## config.mk

```make
export PLATFORM = sky130hd
export DESIGN_NAME = immediate_extension_unit
export DESIGN_NICKNAME = d
export VERILOG_FILES = /design/src/rtl/iext_pkg.sv /design/src/rtl/iext_datapath.sv /design/src/rtl/immediate_extension_unit.sv
export SDC_FILE = /design/constraint.sdc
export NUM_CORES = 1
export LEC_CHECK = 0
export ABC_AREA = 1
export ABC_CLOCK_PERIOD_IN_PS = 4800
export BUFFER_PORTS_ARGS = -buffer_cell sky130_fd_sc_hd__buf_4
export CORE_UTILIZATION = 30
export CTS_BUF_LIST = sky130_fd_sc_hd__clkbuf_16
export DETAILED_ROUTE_END_ITERATION = 7
export PLACE_DENSITY = 0.59
export SKIP_LAST_GASP = 1
export SYNTH_ARGS = -nofsm -noshare
export SYNTH_HDL_FRONTEND = slang
export SYNTH_SLANG_ARGS = --single-unit
```

## constraint.sdc

```tcl
create_clock -name clk -period 4.8 [get_ports clk]
set_input_delay 0.72 -clock clk [delete_from_list [all_inputs] [get_ports clk]]
set_output_delay 0.72 -clock clk [all_outputs]
set_load 0.01 [all_outputs]
```

## src/rtl/iext_pkg.sv

```systemverilog
// Package for the immediate-extension unit: operation codes, prefix state type,
// stream payload widths. No dependencies.

package iext_pkg;

  localparam int unsigned FUNC_W   = 3;
  localparam int unsigned FIELD_W  = 13;
  localparam int unsigned WORD_W   = 32;
  localparam int unsigned SIZE_W   = 3;
  localparam int unsigned PREFIX_W = 13;

  // Packed stream layouts, padded to whole bytes.
  localparam int unsigned IN_BITS   = FUNC_W + FIELD_W + WORD_W + SIZE_W;
  localparam int unsigned IN_DATA_W = ((IN_BITS + 7) / 8) * 8;
  localparam int unsigned OUT_BITS  = WORD_W + 1;
  localparam int unsigned OUT_DATA_W = ((OUT_BITS + 7) / 8) * 8;

  typedef enum logic [FUNC_W-1:0] {
    FUNC_LOAD_PREFIX = 3'd0,
    FUNC_IMM6        = 3'd1,
    FUNC_SIGN6       = 3'd2,
    FUNC_REG_DISP    = 3'd3,
    FUNC_SP_IMM6     = 3'd4,
    FUNC_THREE_OP    = 3'd5,
    FUNC_PC_SIGN8    = 3'd6,
    FUNC_NOP         = 3'd7
  } func_t;

  // Two pending prefix slots; the second is only ever valid with the first.
  typedef struct packed {
    logic                first_valid;
    logic [PREFIX_W-1:0] first_bits;
    logic                second_valid;
    logic [PREFIX_W-1:0] second_bits;
  } prefix_state_t;

  // One decoded operation as held in the input register.
  typedef struct packed {
    func_t              func;
    logic [FIELD_W-1:0] field_bits;
    logic [WORD_W-1:0]  base_value;
    logic [SIZE_W-1:0]  access_size;
  } op_t;

endpackage

```

## src/rtl/iext_datapath.sv

```systemverilog
// Combinational datapath of the immediate-extension unit: builds the value for
// one operation from the pending prefixes and computes the next prefix state.
// Depends on iext_pkg.

module iext_datapath (
  input  iext_pkg::op_t                      op,
  input  iext_pkg::prefix_state_t            pfx,
  output logic [iext_pkg::WORD_W-1:0]        result_value,
  output logic                               error,
  output iext_pkg::prefix_state_t            pfx_nxt
);

  logic [5:0]                       imm6;
  logic [7:0]                       s8;
  logic [iext_pkg::PREFIX_W-1:0]    f;
  logic [iext_pkg::PREFIX_W-1:0]    s;
  logic                             two;
  logic                             one;
  logic                             any;
  logic [iext_pkg::WORD_W-1:0]      b6;
  logic [iext_pkg::WORD_W-1:0]      sg6;
  logic [iext_pkg::WORD_W-1:0]      b13;
  logic [8:0]                       scaled;
  logic [iext_pkg::WORD_W-1:0]      disp;
  logic [iext_pkg::WORD_W-1:0]      addend;
  logic [iext_pkg::WORD_W-1:0]      sum;

  assign imm6 = op.field_bits[5:0];
  assign s8   = op.field_bits[7:0];
  assign f    = pfx.first_bits;
  assign s    = pfx.second_bits;
  assign two  = pfx.second_valid;
  assign one  = pfx.first_valid & ~pfx.second_valid;
  assign any  = pfx.first_valid | pfx.second_valid;

  // Low immediate with prefixes stacked above it.
  assign b6  = two ? {f, s, imm6}
             : one ? {13'd0, f, imm6}
             : {26'd0, imm6};
  assign sg6 = two ? {f, s, imm6}
             : one ? {{13{f[12]}}, f, imm6}
             : {{26{imm6[5]}}, imm6};
  assign b13 = two ? {6'd0, f, s}
             : one ? {19'd0, f}
             : '0;

  assign scaled = 9'(imm6) * 9'(op.access_size);

  // Branch displacement before doubling; low three bits of the first prefix dropped.
  assign disp = two ? {f[12], f[12:3], s, s8}
              : one ? {{11{f[12]}}, f, s8}
              : {{24{s8[7]}}, s8};

  // One shared adder for the base-relative operations.
  always_comb begin
    case (op.func)
      iext_pkg::FUNC_REG_DISP: addend = b13;
      iext_pkg::FUNC_SP_IMM6:  addend = any ? b6 : {23'd0, scaled};
      iext_pkg::FUNC_PC_SIGN8: addend = {disp[30:0], 1'b0};
      default:                 addend = '0;
    endcase
  end

  assign sum = op.base_value + addend;

  always_comb begin
    result_value = '0;
    error        = 1'b0;
    pfx_nxt      = pfx;
    case (op.func)
      iext_pkg::FUNC_LOAD_PREFIX: begin
        if (!pfx.first_valid) begin
          pfx_nxt.first_valid = 1'b1;
          pfx_nxt.first_bits  = op.field_bits;
        end else if (!pfx.second_valid) begin
          pfx_nxt.second_valid = 1'b1;
          pfx_nxt.second_bits  = op.field_bits;
        end else begin
          error = 1'b1;
        end
      end
      iext_pkg::FUNC_IMM6: begin
        result_value = b6;
      end
      iext_pkg::FUNC_SIGN6: begin
        result_value = sg6;
      end
      iext_pkg::FUNC_REG_DISP, iext_pkg::FUNC_SP_IMM6, iext_pkg::FUNC_PC_SIGN8: begin
        result_value = sum;
      end
      iext_pkg::FUNC_THREE_OP: begin
        result_value = b13;
        error        = ~any;
      end
      default: begin
      end
    endcase
    // Any value-building operation consumes the pending prefixes.
    if (op.func != iext_pkg::FUNC_LOAD_PREFIX && op.func != iext_pkg::FUNC_NOP) begin
      pfx_nxt.first_valid  = 1'b0;
      pfx_nxt.second_valid = 1'b0;
    end
  end

endmodule

```

## src/rtl/immediate_extension_unit.sv

```systemverilog
// Top level of the immediate-extension unit: input register, prefix slots and
// result register around the combinational datapath. Depends on iext_pkg and
// iext_datapath.
//
// Usage:
//   Input stream in_*: one operation per transfer (func, field_bits, base_value,
//   access_size packed in in_tdata). Result stream out_*: one transfer per
//   operation, in order (result_value, error packed in out_tdata).
//   A transfer lands in the input register; once the output register is free
//   or drains, the datapath reads it together with the prefix slots, the result
//   goes to the output register and the slots update. Throughput is 1 operation
//   per cycle while the receiver does not stall: the prefix slots are
//   updated in the same cycle an operation moves to the output register, so
//   the next operation sees them at once. The limiting path is the 32-bit add
//   of base and displacement in the datapath.
//   If the receiver stalls (out_tready low) with a result held, the input
//   register fills and then in_tready drops; nothing is lost or repeated.
//   Reset (rst_n low, synchronous) empties both registers and clears both
//   prefix slots.

module immediate_extension_unit (
  input  logic                               clk,
  input  logic                               rst_n,
  input  logic                               in_tvalid,
  output logic                               in_tready,
  // [2:0] func, [15:3] field_bits, [47:16] base_value, [50:48] access_size
  input  logic [iext_pkg::IN_DATA_W-1:0]     in_tdata,
  output logic                               out_tvalid,
  input  logic                               out_tready,
  // [31:0] result_value, [32] error
  output logic [iext_pkg::OUT_DATA_W-1:0]    out_tdata
);

  iext_pkg::op_t            op_r;
  iext_pkg::op_t            op_in;
  logic                     op_valid_r;
  iext_pkg::prefix_state_t  pfx_r;
  iext_pkg::prefix_state_t  pfx_nxt;
  logic [iext_pkg::WORD_W-1:0] res_nxt;
  logic                     err_nxt;
  logic [iext_pkg::WORD_W-1:0] res_r;
  logic                     err_r;
  logic                     out_valid_r;
  logic                     advance;
  logic                     in_xfer;

  // Unpack the input transfer.
  assign op_in.func        = iext_pkg::func_t'(in_tdata[2:0]);
  assign op_in.field_bits  = in_tdata[15:3];
  assign op_in.base_value  = in_tdata[47:16];
  assign op_in.access_size = in_tdata[50:48];

  // Move the held operation forward when the output register is free or drains.
  assign advance   = op_valid_r & (~out_valid_r | out_tready);
  assign in_tready = ~op_valid_r | advance;
  assign in_xfer   = in_tvalid & in_tready;

  iext_datapath u_datapath (
    .op           (op_r),
    .pfx          (pfx_r),
    .result_value (res_nxt),
    .error        (err_nxt),
    .pfx_nxt      (pfx_nxt)
  );

  // Control: valid flags and prefix slots.
  always_ff @(posedge clk) begin
    if (!rst_n) begin
      op_valid_r  <= 1'b0;
      out_valid_r <= 1'b0;
      pfx_r       <= '0;
    end else begin
      if (in_xfer) begin
        op_valid_r <= 1'b1;
      end else if (advance) begin
        op_valid_r <= 1'b0;
      end
      if (advance) begin
        out_valid_r <= 1'b1;
        pfx_r       <= pfx_nxt;
      end else if (out_tready) begin
        out_valid_r <= 1'b0;
      end
    end
  end

  // Payload: operation and result.
  always_ff @(posedge clk) begin
    if (in_xfer) begin
      op_r <= op_in;
    end
    if (advance) begin
      res_r <= res_nxt;
      err_r <= err_nxt;
    end
  end

  assign out_tvalid = out_valid_r;
  assign out_tdata  = {{(iext_pkg::OUT_DATA_W - iext_pkg::OUT_BITS){1'b0}}, err_r, res_r};

  // Slots fill in order, so the second never stands alone.
  a_slot_order: assert property (@(posedge clk) disable iff (!rst_n)
    pfx_r.second_valid |-> pfx_r.first_valid)
    else $error("second prefix valid without first");

  // A load into full slots is flagged and leaves them full.
  a_load_full: assert property (@(posedge clk) disable iff (!rst_n)
    (advance && op_r.func == iext_pkg::FUNC_LOAD_PREFIX && pfx_r.second_valid)
    |=> (err_r && pfx_r.first_valid && pfx_r.second_valid))
    else $error("third prefix not flagged");

  // Three-operand immediate without a prefix is an error.
  a_three_op: assert property (@(posedge clk) disable iff (!rst_n)
    (advance && op_r.func == iext_pkg::FUNC_THREE_OP && !pfx_r.first_valid)
    |=> (err_r && res_r == '0))
    else $error("three-op without prefix not flagged");

  // Value-building operations consume pending prefixes.
  a_consume: assert property (@(posedge clk) disable iff (!rst_n)
    (advance && op_r.func != iext_pkg::FUNC_LOAD_PREFIX
             && op_r.func != iext_pkg::FUNC_NOP)
    |=> (!pfx_r.first_valid && !pfx_r.second_valid))
    else $error("prefixes not cleared after use");

  // A stalled result is not overwritten.
  a_hold: assert property (@(posedge clk) disable iff (!rst_n)
    (out_valid_r && !out_tready) |-> !advance)
    else $error("result overwritten under stall");

endmodule

```

## Word level (Yosys, flattened, before mapping)

Index checks and enable logic that the tools add are counted.

| word-level totals | value |
|---|---|
| bits in registers | 114 |
| latch bits | 0 |
| memory bits (writable) | 0 |
| memory bits (read-only) | 0 |
| bits of input ports | 60 |
| output and inout bits | 42 |
| word-level logic and storage cells | 68 |
| memories | 0 |

| cells by class | value |
|---|---|
| add/sub/neg operators | 1 |
| multiply operators | 1 |
| div/mod/pow operators | 0 |
| order comparisons | 0 |
| equal/unequal tests | 7 |
| shift operators | 0 |
| multiplexer cells | 24 |
| bitwise logic cells | 11 |
| reductions and logical operators | 12 |

Operators by type and width:

| kind | count |
|---|---|
| $mux W32 | 4 |
| $pmux W32 S4 | 1 |
| $pmux W32 S3 | 1 |
| $mux W31 | 2 |
| $mux W13 | 3 |
| $add A32 B32 Y32 | 1 |
| $mux W28 | 1 |
| $mux W26 | 1 |
| $mux W19 | 1 |
| $mux W14 | 1 |
| $eq A3 B3 Y1 const B | 3 |
| $mul A6 B3 Y9 | 1 |
| $mux W1 | 8 |
| $reduce_bool A2 Y1 | 4 |
| $eq A3 B2 Y1 const B | 2 |
| $reduce_and A3 Y1 | 2 |
| $not A1 Y1 | 5 |
| $reduce_and A4 Y1 | 1 |
| $and A1 B1 Y1 | 3 |
| $eq A3 B1 Y1 const B | 1 |
| $logic_not A3 Y1 | 1 |
| $ne A3 B3 Y1 const B | 1 |
| $or A1 B1 Y1 | 3 |
| $reduce_bool A3 Y1 | 1 |
| other kinds (4) | 4 |

## Logic depth before layout (Yosys ltp)

| depth | value |
|---|---|
| word-level depth | 8 |
| depth in mapped cells | 25 |
| mapped depth without buffers | 25 |

## By module

From an unflattened synthesis, not the netlist that was laid out.

| second synthesis, totals | value |
|---|---|
| cells, all modules | 1283 |
| area, all modules | 8871.0 um2 |

Modules (own cells, without submodules):

| module | times used | cells each | area each (um2) | seq. area each (um2) |
|---|---|---|---|---|
| iext_datapath | 1 | 994 | 4890.9 | 0.0 |
| immediate_extension_unit | 1 | 289 | 3980.1 | 3123.0 |

## Worst setup path after synthesis

No wires, ideal clock.

| timing path | value |
|---|---|
| path type | register to register |
| start | register op_r[35] (netlist name) |
| end | register res_r[14] (netlist name), data pin |
| library setup time | 0.253 ns |
| data arrival time | 3.398 ns |
| required time | 4.547 ns |
| setup slack | 1.149 ns |
| stages on the path, launching flop included | 24 |
| buffers on the path | 0 |
| period minus slack after synthesis | 3.651 ns |
| path through | edfxtp_1 > nand2_1 > fa_1 > inv_1 > ha_1 > fa_1 > nand3_1 > nand2_1 > nand2_1 > a21boi_0 > o21ai_0 > nand2_1 > nand2_1 > nand2_1 > ha_1 > nand2_1 > inv_1 > nand2_1 > nand2_1 > a21oi_1 > nand2_1 > or2_2 > nand3_1 > nand2_1 |

| on the way | value |
|---|---|
| longest elaborated chain between the ends | 6 |
| elaborated cells between the ends (all ways) | 9 |
| those cells by class | add/sub: 1; mul: 1; mux: 7 |

RTL lines:

| element | RTL line | text |
|---|---|---|
| start, declared | immediate_extension_unit.sv:34 | `iext_pkg::op_t op_r;` |
| start signal, assigned | immediate_extension_unit.sv:90 | `op_r <= op_in;` |
| parallel branches: the longest is 3 deep, another holds $mul A6 B3 Y9 | -- |  |
| $pmux W32 S3 * | iext_datapath.sv:56 | `case (op.func)` |
| $add A32 B32 Y32 * | iext_datapath.sv:64 | `assign sum = op.base_value + addend;` |
| $pmux W32 S4 * | iext_datapath.sv:70 | `case (op.func)` |
| via res_nxt (one bit) | immediate_extension_unit.sv:39 | `logic [iext_pkg::WORD_W-1:0] res_nxt;` |
| end signal, assigned | immediate_extension_unit.sv:93 | `res_r <= res_nxt;` |
| end, declared | immediate_extension_unit.sv:41 | `logic [iext_pkg::WORD_W-1:0] res_r;` |

Mark *: on every way through the listed nets, which the timed path passes.
A chain may end at the register's enable or synchronous reset.

## Final worst setup path

| timing path | value |
|---|---|
| start | register op_r[2] (netlist name) |
| end | register res_r[17] (netlist name), data pin |

| on the way | value |
|---|---|
| longest elaborated chain between the ends | 5 |

RTL lines:

| element | RTL line | text |
|---|---|---|
| $mul A6 B3 Y9 | iext_datapath.sv:47 | `assign scaled = 9'(imm6) * 9'(op.access_size);` |
| $mux W32 | iext_datapath.sv:58 | `iext_pkg::FUNC_SP_IMM6: addend = any ? b6 : {23'd0, scaled};` |
| $pmux W32 S3 | iext_datapath.sv:56 |  |
| $add A32 B32 Y32 | iext_datapath.sv:64 |  |
| $pmux W32 S4 | iext_datapath.sv:70 |  |
| via res_nxt (one bit) | immediate_extension_unit.sv:39 |  |

The timed path passes the listed nets, and every way through them passes these cells.

==> impl_results.md <==
- Die Ht: 169 um
- Synth Area per Inst: 7.29 um2
- Hold Violations, Final: 0
- Critical Path AT: 4.48 ns
- Post-DR vias/cell: 4.93
- Final setup viols: 0
- Cts bufs inserted: 17
- Placed Instances: 1,581
- Ys flop type: edfxtp_1
- Register share of total power: 39.9%
- Yosys reg bits: 114
- Clock slew at reported path FFs: 0.06 ns
- Count leader, synth: nand2_1
- Crit start category: flip-flop
- Share of the synthesized area in the top cell type: 30.2%
- Clk_lat worst skew: 0.44 ns
- Sequential-to-total area share from yosys stat: 37.4%
- Post-synthesis cell area: 8350 um2
- Antenna diode count: 0
- Remaining DRCs: 0
- Share of cells above drive strength 1: 13.8%
- Critical path class: reg2reg
- Maximum clock path buffer count: 2
- Minimum clock period: 4.34 ns
- Max-cap check violation count: 0
- Pre-Repair DR Iteration Count: 6
- Clk root buf: clkbuf_16
- CTS tree: yes
- Routed Antenna Nets: 0
- DIE AREA: 28,500 um2
- # hold bufs at CTS: 0
- Floorplan die width: 169 um
- Iteration-0 DRC Markers: 679
- Fill cell count: 2,863
- Worst-path maximum fanout: 6
- List of most frequent post-synthesis cells: 333 x nand2_1, 172 x inv_1, 100 x nor2_1
- Area growth syn-to-layout: 18.3%
- DRT Wirelength: 26.3 mm
- Required time of the critical path: 4.94 ns
- Slew @ Worst Pin: 0.874 ns
- Fin crit share: 90.4%
- Mapped Cells: 1,146
- H-Tree Depth: 4
- Critical-path cell list: nand2_1 -> fa_1 -> inv_1 -> ha_1 -> fa_1 -> nand3_1 -> nand2_1 -> nand2_1 -> a21boi_0 -> o21ai_0 -> nand2_1 -> nand2_1 -> nand2_1 -> ha_1 -> nand2_1 -> inv_1 -> nand2_1 -> nand2_1 -> nand3b_1 -> nand2_1 -> nand3_1 -> nand3_1 -> nand3_1
- WL per Instance: 16.3 um
- Fin nets: 1,333
- DR vias: 7,951
- Critical Path Most Common Cell: nand2_1
- Worst Setup End Kind: flip-flop
- Crit path largest cell delay: 0.54 ns
- Largest delay share family, worst path: simple AND/OR/NAND/NOR gates
- Crit-path slowest cell: fa_1
- Leak pwr: 4.70 nW
- Warnings from Yosys: 0
- Maximum vdd drop: 0.000198 V
- Core area: 27,100 um2
- Cell Pwr Density: 291 nW/um2
- Cell Count, Final, Fillers Out: 1,613
- Area of the multi-input gates: 4300 um2
- Register area: 3120 um2
- Largest net degree at the start of global routing: 52
- Pint: 2.04 mW
- WP buf/inv: 2
- Skew final: 0.0120 ns
- Synth unique cells: 49
- Vias in the first global route: 7,357
- I/O pins: 102
- Top post-synthesis cells by area: edfxtp_1 30%, nand2_1 15%, inv_1 7.7%
- Effective utilization at floorplan: 30.8%
- Initial antenna violation count: 0
- Comb power frac: 15.9%
- Gr usage total: 18.7%
- Clk pwr share: 44.1%
- First-pass GRT wire length: 40.1 mm
- Row count: 60
- Post-synthesis async set-or-reset flop share: 0%
- DP HPWL: 20.1 mm
- Slew Limit Fails: 0
- Min-delay worst type: in2reg
- Worst Hold Slack: 0.457 ns
- EDFF count, synth: 84
- CTS Sinks: 114
- PortBufs: 89
- # Post-CTS Setup Buffers: 0
- RSZ-0062 raised after global routing: false
- Status: finished clean
- Max Fclk: 0.230 GHz
- Psw: 0.840 mW
- Setup TNS: 0 ns
- Slew HR: 41.6%
- # resized after CTS: 0
- Leading area contributor after synthesis: edfxtp_1
- Final GP Congestion: 0.925
- Total global routing overflow: 0
- Net Sw Frac: 29.2%
## final timing paths
kind                    end        start  slack, ns  cells after the start
setup / recovery  res_r[17]      op_r[2]       0.46                     23
hold / removal     op_r[39]  in_tdata[7]       0.46                      1
hold reg to reg    pfx_r[6]     pfx_r[6]       0.46                      2
setup reg to reg  res_r[17]      op_r[2]       0.46                     23
## cell type report
type / instances / share of cell area [%]
clock buffers: 20 / 5.07
clock inverters: 12 / 0.861
inverters: 185 / 7.05
multi-input cells: 815 / 43.5
flip-flops and latches: 114 / 31.6
well taps: 372 / 4.71
repair buffers: 95 / 7.22
## metal layers
metal / up-vias / wire length [um] / GRT usage (%)
met1: 3646 / 12000 / 25.0
met5: - / 0 / 0
met3: 42 / 1800 / 3.97
met2: 296 / 11800 / 29.5
met4: 0 / 657 / 7.15
li1: 3967 / - / -
## metrics by stage
stage	utilization [%]	instance area [um2]	power, mW	setup slack, ns
after global placement	34.3	9290	1.62	0.527
after global routing	36.5	9880	2.99	0.148
final	36.5	9880	2.88	0.459
after CTS	36.5	9880	2.90	0.487
after detailed placement	34.3	9290	1.62	0.499
after floorplan	-	8380	1.45	1.15
## registers in the layout (all words and copies together), names as in the netlist
signal / count
err_r: 1
op_r: 51
out_tvalid: 1
op_valid_r: 1
res_r: 32
pfx_r: 28
## worst reg2reg max path, cell delays in order, from the launching register on
cell	delay, ns
edfxtp_1	0.45
nand2_1	0.11
fa_1	0.54
inv_1	0.05
ha_1	0.24
fa_1	0.42
nand3_1	0.09
nand2_1	0.07
nand2_1	0.07
a21boi_0	0.07
o21ai_0	0.18
nand2_1	0.07
nand2_1	0.07
nand2_1	0.11
ha_1	0.37
nand2_1	0.19
inv_1	0.06
nand2_1	0.07
nand2_1	0.07
nand3b_1	0.27
nand2_1	0.14
nand3_1	0.07
nand3_1	0.09
nand3_1	0.17
## layout by cell type (no fill, tap or decap), drive strengths merged, types with 16 or more instances in the layout
| cell type | n |
|---|---|
| a21oi | 53 |
| edfxtp | 84 |
| o21ai | 72 |
| nand2 | 336 |
| clkbuf | 20 |
| buf | 95 |
| nand3 | 62 |
| inv | 192 |
| o221ai | 27 |
| nor2 | 109 |
| nor3 | 19 |
| o22ai | 16 |
| ha | 39 |
| dfxtp | 30 |
## cell families (layout without fill, tap and decap cells)
family	Yosys count	in the layout	share of synthesized area, %
buffers and inverters	223	312	11.5
flip-flops	114	114	37.4
AND/OR/NAND/NOR	555	555	28.3
other	1	7	0.0449
XOR/XNOR	1	1	0.105
adder cells (fa/ha/maj)	45	45	7.28
AO/OA/AOI/OAI	207	207	15.4
## power by group through the flow
stage	Sequential, mW	Combinational [mW]	Clock (mW)
2_1_floorplan	1.17	0.288	0
3_3_place_gp	1.17	0.448	0
3_5_place_dp	1.17	0.452	0
4_1_cts	1.15	0.455	1.29
5_1_grt	1.15	0.510	1.33
6_report	1.15	0.458	1.27
Note: power is estimated with default switching activity, not from simulation.
